==> src/hdl/ptc_pkg.sv <==
package ptc_pkg;

  // Button lanes tracked and fixed-point fraction of the pointer position.
  localparam int NUM_BUTTONS = 5;
  localparam int FRAC_BITS   = 8;

  // Field widths.
  localparam int DELTA_W    = 8;
  localparam int BTN_W      = 5;
  localparam int TIME_W     = 32;
  localparam int COORD_W    = 12;
  localparam int SPEED_W    = 16;
  localparam int MS_W       = 16;
  localparam int POS_W      = COORD_W + FRAC_BITS;
  localparam int CFG_IDX_W  = 3;
  localparam int CFG_DATA_W = 16;

  // Register reset values.
  localparam logic [COORD_W-1:0] MAX_X_RST   = COORD_W'(720);
  localparam logic [COORD_W-1:0] MAX_Y_RST   = COORD_W'(576);
  localparam logic [SPEED_W-1:0] SPEED_RST   = SPEED_W'(256);
  localparam logic [MS_W-1:0]    DBL_WIN_RST = MS_W'(500);
  localparam logic [MS_W-1:0]    ACT_TO_RST  = MS_W'(3000);

  // Configuration register indexes.
  localparam logic [CFG_IDX_W-1:0] CFG_MAX_X   = CFG_IDX_W'(0);
  localparam logic [CFG_IDX_W-1:0] CFG_MAX_Y   = CFG_IDX_W'(1);
  localparam logic [CFG_IDX_W-1:0] CFG_SPEED_X = CFG_IDX_W'(2);
  localparam logic [CFG_IDX_W-1:0] CFG_SPEED_Y = CFG_IDX_W'(3);
  localparam logic [CFG_IDX_W-1:0] CFG_DBL_WIN = CFG_IDX_W'(4);
  localparam logic [CFG_IDX_W-1:0] CFG_ACT_TO  = CFG_IDX_W'(5);

  typedef logic [POS_W-1:0]       pos_t;
  typedef logic [NUM_BUTTONS-1:0] btn_mask_t;

  // Center of an axis: max times half of one integer step.
  function automatic pos_t center(input logic [COORD_W-1:0] max_v);
    center = POS_W'({max_v, {(FRAC_BITS - 1){1'b0}}});
  endfunction

  // The raw report orders left, middle, right; the lanes order left, right, middle.
  function automatic btn_mask_t btn_remap(input logic [BTN_W-1:0] raw);
    btn_mask_t m;
    int src;
    m = '0;
    for (int i = 0; i < NUM_BUTTONS; i++) begin
      src = (i == 1) ? 2 : (i == 2) ? 1 : i;
      if (src < BTN_W) begin
        m[i] = raw[src];
      end
    end
    btn_remap = m;
  endfunction

endpackage

==> src/hdl/pointer_tracker_click_detect_core.sv <==
// Channel  | Ports                                            | Direction
// ---------+--------------------------------------------------+----------
// input    | in_valid, in_stall, in_delta_x/y, in_buttons_raw,| in
//          | in_now_ms                                        |
// result   | out_valid, out_stall, out_pos_x/y, out_moved,    | out
//          | out_active, out_*_mask, out_pointer_reset        |
// config   | cfg_wr_en, cfg_index, cfg_data                   | in
//
// One transfer per clock is sustained while out_stall is low; a report moves from
// the input register to the result register, where its result is offered.
// The update is a single pass: multiply, add and clamp per axis, plus the
// per-button compares, between the input register and the result register.
// rst_n is synchronous and active low; it restores register defaults and
// centers the pointer. A stalled result holds, and the input register still
// accepts one more report before in_stall rises.
module pointer_tracker_click_detect_core
  import ptc_pkg::*;
(
  input  logic                      clk,
  input  logic                      rst_n,

  input  logic                      in_valid,
  output logic                      in_stall,
  input  logic signed [DELTA_W-1:0] in_delta_x,
  input  logic signed [DELTA_W-1:0] in_delta_y,
  input  logic [BTN_W-1:0]          in_buttons_raw,
  input  logic [TIME_W-1:0]         in_now_ms,

  output logic                      out_valid,
  input  logic                      out_stall,
  output logic [COORD_W-1:0]        out_pos_x,
  output logic [COORD_W-1:0]        out_pos_y,
  output logic                      out_moved,
  output logic                      out_active,
  output logic [BTN_W-1:0]          out_down_mask,
  output logic [BTN_W-1:0]          out_click_mask,
  output logic [BTN_W-1:0]          out_double_click_mask,
  output logic [BTN_W-1:0]          out_hold_mask,
  output logic                      out_pointer_reset,

  input  logic                      cfg_wr_en,
  input  logic [CFG_IDX_W-1:0]      cfg_index,
  input  logic [CFG_DATA_W-1:0]     cfg_data
);

  // Configuration registers.
  logic [COORD_W-1:0] max_x_r, max_y_r;
  logic [SPEED_W-1:0] speed_x_r, speed_y_r;
  logic [MS_W-1:0]    dbl_win_r, act_to_r;

  // Tracking state.
  pos_t              pos_x_r, pos_y_r;
  pos_t              pos_x_nxt, pos_y_nxt;
  btn_mask_t         prev_down_r;
  logic [TIME_W-1:0] rel_time_r [NUM_BUTTONS];
  logic [TIME_W-1:0] motion_time_r;
  logic              active_r;

  // Input register.
  logic                      s1_vld_r;
  logic signed [DELTA_W-1:0] s1_dx_r, s1_dy_r;
  logic [BTN_W-1:0]          s1_btn_r;
  logic [TIME_W-1:0]         s1_now_r;

  // Result register.
  logic                      out_vld_r;
  logic [COORD_W-1:0]        pos_x_q_r, pos_y_q_r;
  logic                      moved_q_r, active_q_r, preset_q_r;
  btn_mask_t                 down_q_r, click_q_r, dbl_q_r, hold_q_r;

  // Single-pass update results.
  logic      adv;
  logic      step_en;
  logic      moved;
  logic      active_nxt;
  btn_mask_t down, click, dbl, hold;
  logic [TIME_W-1:0] since_motion;
  logic [TIME_W-1:0] since_rel [NUM_BUTTONS];

  // The result register moves whenever it is empty or its transfer completes;
  // the input register then hands its report over in the same edge.
  assign adv      = !out_vld_r || !out_stall;
  assign step_en  = s1_vld_r && adv;
  assign in_stall = s1_vld_r && !adv;

  ptc_axis u_axis_x (
    .pos     (pos_x_r),
    .delta   (s1_dx_r),
    .speed   (speed_x_r),
    .max_v   (max_x_r),
    .pos_nxt (pos_x_nxt)
  );

  ptc_axis u_axis_y (
    .pos     (pos_y_r),
    .delta   (s1_dy_r),
    .speed   (speed_y_r),
    .max_v   (max_y_r),
    .pos_nxt (pos_y_nxt)
  );

  // Activity and per-button classification. Time differences wrap modulo 2^32.
  always_comb begin
    down  = btn_remap(s1_btn_r);
    moved = (s1_dx_r != '0) || (s1_dy_r != '0);
    since_motion = s1_now_r - motion_time_r;
    if (moved) begin
      active_nxt = 1'b1;
    end else if (since_motion > TIME_W'(act_to_r)) begin
      active_nxt = 1'b0;
    end else begin
      active_nxt = active_r;
    end
    for (int i = 0; i < NUM_BUTTONS; i++) begin
      since_rel[i] = s1_now_r - rel_time_r[i];
      hold[i]  = down[i] && prev_down_r[i];
      dbl[i]   = down[i] && !prev_down_r[i] && (since_rel[i] < TIME_W'(dbl_win_r));
      click[i] = !down[i] && prev_down_r[i];
    end
  end

  // Configuration and tracking state. The user must write only while the block is idle, so
  // that a max write recentering the pointer never meets a report update; the block does not enforce this.
  always_ff @(posedge clk) begin
    if (!rst_n) begin
      max_x_r       <= MAX_X_RST;
      max_y_r       <= MAX_Y_RST;
      speed_x_r     <= SPEED_RST;
      speed_y_r     <= SPEED_RST;
      dbl_win_r     <= DBL_WIN_RST;
      act_to_r      <= ACT_TO_RST;
      pos_x_r       <= center(MAX_X_RST);
      pos_y_r       <= center(MAX_Y_RST);
      prev_down_r   <= '0;
      motion_time_r <= '0;
      active_r      <= 1'b0;
      for (int i = 0; i < NUM_BUTTONS; i++) begin
        rel_time_r[i] <= '0;
      end
    end else if (cfg_wr_en) begin
      case (cfg_index)
        CFG_MAX_X: begin
          max_x_r <= cfg_data[COORD_W-1:0];
          pos_x_r <= center(cfg_data[COORD_W-1:0]);
          pos_y_r <= center(max_y_r);
        end
        CFG_MAX_Y: begin
          max_y_r <= cfg_data[COORD_W-1:0];
          pos_x_r <= center(max_x_r);
          pos_y_r <= center(cfg_data[COORD_W-1:0]);
        end
        CFG_SPEED_X: speed_x_r <= cfg_data[SPEED_W-1:0];
        CFG_SPEED_Y: speed_y_r <= cfg_data[SPEED_W-1:0];
        CFG_DBL_WIN: dbl_win_r <= cfg_data[MS_W-1:0];
        CFG_ACT_TO:  act_to_r  <= cfg_data[MS_W-1:0];
        default: begin
        end
      endcase
    end else if (step_en) begin
      pos_x_r     <= pos_x_nxt;
      pos_y_r     <= pos_y_nxt;
      prev_down_r <= down;
      active_r    <= active_nxt;
      if (moved) begin
        motion_time_r <= s1_now_r;
      end
      for (int i = 0; i < NUM_BUTTONS; i++) begin
        if (click[i]) begin
          rel_time_r[i] <= s1_now_r;
        end
      end
    end
  end

  // Input register: takes a report whenever it is empty or handing over.
  always_ff @(posedge clk) begin
    if (!rst_n) begin
      s1_vld_r <= 1'b0;
    end else if (!in_stall) begin
      s1_vld_r <= in_valid;
    end
  end

  always_ff @(posedge clk) begin
    if (in_valid && !in_stall) begin
      s1_dx_r  <= in_delta_x;
      s1_dy_r  <= in_delta_y;
      s1_btn_r <= in_buttons_raw;
      s1_now_r <= in_now_ms;
    end
  end

  // Result register.
  always_ff @(posedge clk) begin
    if (!rst_n) begin
      out_vld_r <= 1'b0;
    end else if (adv) begin
      out_vld_r <= s1_vld_r;
    end
  end

  always_ff @(posedge clk) begin
    if (step_en) begin
      pos_x_q_r  <= pos_x_nxt[POS_W-1:FRAC_BITS];
      pos_y_q_r  <= pos_y_nxt[POS_W-1:FRAC_BITS];
      moved_q_r  <= moved;
      active_q_r <= active_nxt;
      down_q_r   <= down;
      click_q_r  <= click;
      dbl_q_r    <= dbl;
      hold_q_r   <= hold;
      // Set only when no button is down and none was released.
      preset_q_r <= (down == '0) && (click == '0);
    end
  end

  assign out_valid             = out_vld_r;
  assign out_pos_x             = pos_x_q_r;
  assign out_pos_y             = pos_y_q_r;
  assign out_moved             = moved_q_r;
  assign out_active            = active_q_r;
  assign out_down_mask         = BTN_W'(down_q_r);
  assign out_click_mask        = BTN_W'(click_q_r);
  assign out_double_click_mask = BTN_W'(dbl_q_r);
  assign out_hold_mask         = BTN_W'(hold_q_r);
  assign out_pointer_reset     = preset_q_r;

endmodule

==> src/hdl/ptc_axis.sv <==
module ptc_axis
  import ptc_pkg::*;
(
  input  pos_t                      pos,
  input  logic signed [DELTA_W-1:0] delta,
  input  logic [SPEED_W-1:0]        speed,
  input  logic [COORD_W-1:0]        max_v,
  output pos_t                      pos_nxt
);

  localparam int PROD_W = DELTA_W + SPEED_W + 1;
  localparam int SH_L   = (FRAC_BITS >= 8) ? FRAC_BITS - 8 : 0;
  localparam int SH_R   = (FRAC_BITS < 8) ? 8 - FRAC_BITS : 0;
  localparam int STEP_W = PROD_W + SH_L;
  localparam int SUM_W  = ((POS_W > STEP_W) ? POS_W : STEP_W) + 2;

  logic signed [PROD_W-1:0] prod;
  logic signed [STEP_W-1:0] step;
  logic signed [SUM_W-1:0]  sum;
  logic signed [SUM_W-1:0]  lim_s;
  pos_t                     lim;

  // The gain has eight fraction bits; an arithmetic right shift floors.
  always_comb begin
    prod  = PROD_W'(delta) * $signed({1'b0, speed});
    step  = (STEP_W'(prod) <<< SH_L) >>> SH_R;
    sum   = SUM_W'($signed({1'b0, pos})) + SUM_W'(step);
    lim   = POS_W'({max_v, {FRAC_BITS{1'b0}}});
    lim_s = SUM_W'($signed({1'b0, lim}));
    if (sum[SUM_W-1]) begin
      pos_nxt = '0;
    end else if (sum > lim_s) begin
      pos_nxt = lim;
    end else begin
      pos_nxt = POS_W'(sum);
    end
  end

endmodule

==> config.mk <==
export PLATFORM = sky130hd
export DESIGN_NAME = pointer_tracker_click_detect_core
export DESIGN_NICKNAME = d
export VERILOG_FILES = /design/src/hdl/ptc_pkg.sv /design/src/hdl/pointer_tracker_click_detect_core.sv /design/src/hdl/ptc_axis.sv
export SDC_FILE = /design/constraint.sdc
export NUM_CORES = 2
export LEC_CHECK = 0
export ABC_AREA = 1
export ABC_CLOCK_PERIOD_IN_PS = 8200
export BUFFER_PORTS_ARGS = -buffer_cell sky130_fd_sc_hd__buf_2
export CAP_MARGIN = 20
export CELL_PAD_IN_SITES_DETAIL_PLACEMENT = 1
export CELL_PAD_IN_SITES_GLOBAL_PLACEMENT = 1
export CORE_MARGIN = 3
export CORE_UTILIZATION = 48
export CTS_CLUSTER_DIAMETER = 40
export CTS_CLUSTER_SIZE = 8
export DETAILED_ROUTE_END_ITERATION = 16
export GPL_TIMING_DRIVEN = 0
export HOLD_SLACK_MARGIN = 0.12
export PLACE_DENSITY_LB_ADDON = 0.1
export SETUP_SLACK_MARGIN = 0.05
export SLEW_MARGIN = 20
export SYNTH_ARGS = -nofsm -noshare
export SYNTH_HDL_FRONTEND = slang
export SYNTH_HIERARCHICAL = 1
export SYNTH_SLANG_ARGS = --single-unit
==> constraint.sdc <==
create_clock -name clk -period 8.2 [get_ports clk]
set_input_delay 0.82 -clock clk [delete_from_list [all_inputs] [get_ports clk]]
set_output_delay 0.82 -clock clk [all_outputs]
set_load 0.005 [all_outputs]
Word level (Yosys, flattened, before mapping) --
Memory sizes are Yosys's and may differ from the RTL's. Cells that the tools add are included.
Word-level totals: register bits 268, memory bits (writable) 160, output and inout port bits 49, memories 1
Operators by class: add/sub/neg operators 8, multiply operators 2, $lt $le $gt $ge 8, equality and inequality tests 6, mux-type cells 43, bitwise operators 6, reductions and logical operators 55
Memories:
- rel_time_r | words 5, bits a word 32, rd ports 5, clocked after Yosys merged registers in 0, wr ports 5, RTL line pointer_tracker_click_detect_core.sv:55 | logic [TIME_W-1:0] rel_time_r [NUM_BUTTONS];
Operators with widths (count):
- 32-bit subtractor | 6
- 32-bit by 16-bit < comparator with 1-bit output | 5
- 20-bit two-way mux | 8
- 32-bit two-way mux | 5
- 20-bit case mux with 2 select lines | 2
- 27-bit by 21-bit > comparator with 1-bit output | 2
- 21-bit by 25-bit adder with 26-bit output | 2
- 8-bit by 17-bit multiplier with 25-bit output | 2
- 32-bit by 16-bit > comparator with 1-bit output | 1
- 1-bit two-way mux | 28
- 1-bit logical AND | 24
- 2-bit AND reduction | 8
- 8-bit nonzero test | 2
- 1-bit zero test | 14
- 5-bit zero test | 2
- 3-bit by 2-bit == test with 1-bit output, second input constant | 2
- 3-bit == test, second input constant | 2
- 1-bit OR | 5
- 3-bit by 1-bit == test with 1-bit output, second input constant | 1
- 3-bit zero test | 1
- 3-bit by 1-bit inequality test with 1-bit output, second input constant | 1
- 3-bit AND reduction | 1
- 1-bit logical OR | 2
- 2-bit nonzero test | 1
- 1-bit NOT | 1

Logic depth before layout (Yosys ltp) --
depth after elaboration 8, mapped depth 41

Cells and area by module --
The synthesis kept the hierarchy.
By module, submodules not included:
- pointer_tracker_click_detect_core | times used 1, cells each 3961, area each 29507.0 sq um
- ptc_axis | times used 2, cells each 859, area each 5909.4 sq um

Worst setup path before layout --
OpenSTA, ideal clock, no wires.
kind register -> register, from register s1_dy_r[0], to register pos_y_r[13], library setup time 0.133 ns, arrival 6.158 ns, path slack 1.909 ns, cell stages (with the launch flop) 39, buffers on the path 3, clock period less this slack 6.291 ns, cells stage by stage edfxtp_1 > clkbuf_1 > clkbuf_1 > nand2_1 > fa_1 > inv_1 > fa_1 > inv_1 > fa_1 > inv_1 > fa_1 > fa_1 > ha_1 > nand2_1 > inv_1 > nand2_1 > nand2_1 > a21oi_1 > [... 3 more ...] > xor2_1 > ha_1 > nand2_1 > nor2_1 > nand3_1 > nor2_1 > nand3_1 > nand2_1 > nand2_1 > nor2_1 > nand2_2 > buf_4 > nor2_1 > nor2_1 > nand2_1 > o311ai_0 > nand2_1 > nand3_1
Between the ends: word-level cells in the longest chain between the ends 7
Ends and longest elaborated chain:
- start: declaration | RTL line pointer_tracker_click_detect_core.sv:61 | logic signed [DELTA_W-1:0] s1_dx_r, s1_dy_r;
- start signal: assignment | RTL line pointer_tracker_click_detect_core.sv:187 | s1_dy_r <= in_delta_y;
- 8-bit by 17-bit multiplier with 25-bit output * | RTL line ptc_axis.sv:25 | prod = PROD_W'(delta) * $signed({1'b0, speed});
- 21-bit by 25-bit adder with 26-bit output * | RTL line ptc_axis.sv:27 | sum = SUM_W'($signed({1'b0, pos})) + SUM_W'(step);
- 27-bit by 21-bit > comparator with 1-bit output | RTL line ptc_axis.sv:32 | end else if (sum > lim_s) begin
- 20-bit two-way mux | RTL line ptc_axis.sv:32
- 20-bit two-way mux * | RTL line ptc_axis.sv:30 | if (sum[SUM_W-1]) begin
- net pos_y_nxt[13] | RTL line pointer_tracker_click_detect_core.sv:53 | pos_t pos_x_nxt, pos_y_nxt;
- 20-bit two-way mux * | RTL line pointer_tracker_click_detect_core.sv:159 | end else if (step_en) begin
- 20-bit two-way mux * | RTL line pointer_tracker_click_detect_core.sv:140 | end else if (cfg_wr_en) begin
- end signal: assignment | RTL line pointer_tracker_click_detect_core.sv:145 | pos_y_r <= center(max_y_r);
- end signal: assignment | RTL line pointer_tracker_click_detect_core.sv:150 | pos_y_r <= center(cfg_data[COORD_W-1:0]);
- end signal: assignment | RTL line pointer_tracker_click_detect_core.sv:161 | pos_y_r <= pos_y_nxt;
- end: declaration | RTL line pointer_tracker_click_detect_core.sv:52 | pos_t pos_x_r, pos_y_r;
The timed path passes the listed nets; every way through them passes the cells marked *. The select of a mux whose other input is x is not followed. A chain may end at the register's enable or synchronous reset.

Worst setup path in the final report --
from register s1_dy_r[2], to register pos_y_r[9]
Same word-level chain as after synthesis.

==> results.md <==
* Register area share after synthesis at 0.270
* Maximum root-to-sink buffer count at 3
* Slew Limit Fails at 0
* Endpoints failing hold at 0
* Dpl hpwl at 125 mm
* Share of cells above drive strength 1 at 0.0664
* Setup Slack @ Placement at 0.239 ns
* Synth top area share at 0.189
* Sw Share at 0.388
* IO Port Bufs at 124
* Design area at 0.0463 mm2
* Finished Layout Cells at 7,098
* Tot GR Track Use at 0.346
* Switch Pwr at 3.65 mW
* Synth warn at 6
* Via count at 39,944
* WP data required at 8.80 ns
* Clock transition at the registers of the reported paths at 0.05 ns
* H-tree lvl count at 3
* GRT Residual Overflow at 0
* Synth Register Bits at 428
* Skew-Pair Late Insertion Delay at 0.66 ns
* Worst min path class: in -> reg
* Internal at 5.75 mW
* Core Rows at 106
* Initial antenna violation count at 23
* Post-route DRC at 0
* Layout Area Growth over Synthesis at 12.1%
* Remaining antenna violation count at 0
* Final nets at 6,620
* Pre-antenna DRT Iters at 5
* TritonCTS buffer count at 83
* DRT iter0 DRCs at 3,041
* Leading area contributor after synthesis: edfxtp_1
* Synth cell types at 57
* Critical path's slowest cell: fa_1
* Main flop type after synthesis: edfxtp_1
* Max Freq at 127 MHz
* Post-synth EDFFs at 260
* CP top delay family: adder cells
* WP data arrival at 8.48 ns
* Critical-path maximum fanout at 10
* Clock Skew at 0.0470 ns
* WL per Instance at 22.2 um
* Die area at 0.0897 mm2
* Startpoint class of the critical path: flip-flop
* Starting Density at 0.489
* Max-slew headroom at 0.188
* Main area contributors after synthesis: edfxtp_1 19%, ha_1 13%, nand2_1 13%
* Commonest cells in the netlist: 1,426 x nand2_1, 1,116 x inv_1, 512 x nor2_1
* Period utilisation layout at 0.961
* Clk Tree Root Cell: clkbuf_16
* RSZ-0062 raised after global routing: yes
* Post-Syn Area at 0.0413 mm2
* R2r setup slk at 0.32 ns
* CTS hold repair buffers at 0
* Status: complete, no violations
* Fin util at 0.548
* Worst setup margin at 0.323 ns
* Part of the power in combinational logic at 0.373
* PD cells at 203 mW/mm2
* Num ports at 126
* Placed cells at 6,943
* Count leader, synth: nand2_1
* WHS at 0.334 ns
* Cell mode on critical path: nand2_1
* Post-layout min period at 7.88 ns
* Tot Pwr at 9.40 mW
* Critical path endpoint category: flip-flop
* Synthesized area per cell at 7.28 um2
* TritonCTS Sinks at 428
* First-pass GRT wire length at 238 mm
* Worst VDD drop at 0.000171 V
* Core area at 0.0845 mm2
* Die H at 299 um
* Clock share of power at 0.362
* Die X at 299 um
* LEAKAGE at 23.9 nW
* DR vias/cell at 5.63
* Synthesized net count at 6,411
* Final Wtd Congestion at 0.953
* Setup_tns at 0 ns
* Seq pwr share at 0.265
* Vias in the first global route at 41,456
* Asr flop ratio synth at 0
* Worst slew pin tran at 1.21 ns
* Largest net degree at the start of global routing at 42
* Max-cap viol count at 0
* CTS tree: done
* Slowest cell delay on critical path at 0.57 ns
* CP Buf/Inv Count at 6
* WS Path Type: reg -> reg
* Total wire length at 157 mm
* Setup-failing EPs final at 0
* Cells after Synth at 5,679
* Dpl cell area at 0.0435 mm2
## cell usage in the layout (no fill, tap or decap), types with 137 or more instances in the layout
master / Yosys / final
o21ai_0: 239 / 239
ha_1: 441 / 441
dfxtp_1: 168 / 168
nor2_1: 512 / 509
fa_1: 214 / 214
edfxtp_1: 260 / 260
a21oi_1: 429 / 429
buf_2: 12 / 137
nand2_1: 1426 / 1421
inv_1: 1116 / 1114
nand3_1: 221 / 221
## power by group through the flow
stage               clock [mW]  combinational, mW  sequential [mW]
CTS                       3.43               3.47             2.48
global route              3.53               3.91             2.49
global placement             0               3.28             2.52
detailed placement           0               3.42             2.52
finish                    3.40               3.51             2.49
floorplan                    0               2.38             2.46
## cells by family (layout without fill, tap and decap cells)
group           count (synthesis)  in the layout  share of synthesized area
xor+xnor                      130            130                     0.0276
simple gates                 2411           2411                      0.244
compound gates                799            799                      0.106
other cells                     0             12                          0
flops                         428            428                      0.270
buf+inv                      1256           1529                      0.116
fa+ha+maj                     655            655                      0.237
## metal layers
metal  routed length (um)  global-route usage
met5                    0                   0
met4                 5500               0.117
met3                11200              0.0514
met2                72300               0.568
met1                68300               0.468
## state kept, by name, summed over array words and instances, names as in the netlist, 5 cells and up
| name | cells |
|---|---|
| rel_time_r | 160 |
| motion_time_r | 32 |
| s1_now_r | 32 |
| pos_x_r | 20 |
| pos_y_r | 20 |
| act_to_r | 16 |
| dbl_win_r | 16 |
| speed_x_r | 16 |
| speed_y_r | 16 |
| max_x_r | 12 |
| max_y_r | 12 |
| out_pos_x | 12 |
| out_pos_y | 12 |
| s1_dx_r | 8 |
| s1_dy_r | 8 |
| out_click_mask | 5 |
| out_double_click_mask | 5 |
| out_down_mask | 5 |
| out_hold_mask | 5 |
| prev_down_r | 5 |
| s1_btn_r | 5 |
## path summary, 6_finish.rpt
check / startpoint / to / depth (start not counted)
hold / removal: in_now_ms[27] / s1_now_r[27]$_DFFE_PP_ / 1
setup / recovery: s1_dy_r[2]$_DFFE_PP_ / pos_y_r[9]$_SDFFE_PN0P_ / 37
hold reg to reg: act_to_r[14]$_SDFFE_PN0P_ / act_to_r[14]$_SDFFE_PN0P_ / 2
setup reg to reg: s1_dy_r[2]$_DFFE_PP_ / pos_y_r[9]$_SDFFE_PN0P_ / 37
## layout make-up
cell class / count / area (um2)
fillers: 10910 / 38200
multi-input cells: 3995 / 25400
flip-flops and latches: 428 / 11200
inverters: 1128 / 4240
clock buffers: 116 / 2350
well taps: 1134 / 1420
repair buffers: 130 / 708
plain buffers: 122 / 536
clock inverters: 33 / 433
diodes: 12 / 30.0
## what timing repair did
item / in CTS / in global routing
gates resized for setup: 0 / 29
setup endpoints to repair: 0 / 25
buffers inserted: 0 / 0
(Power assumes the default switching activity.)
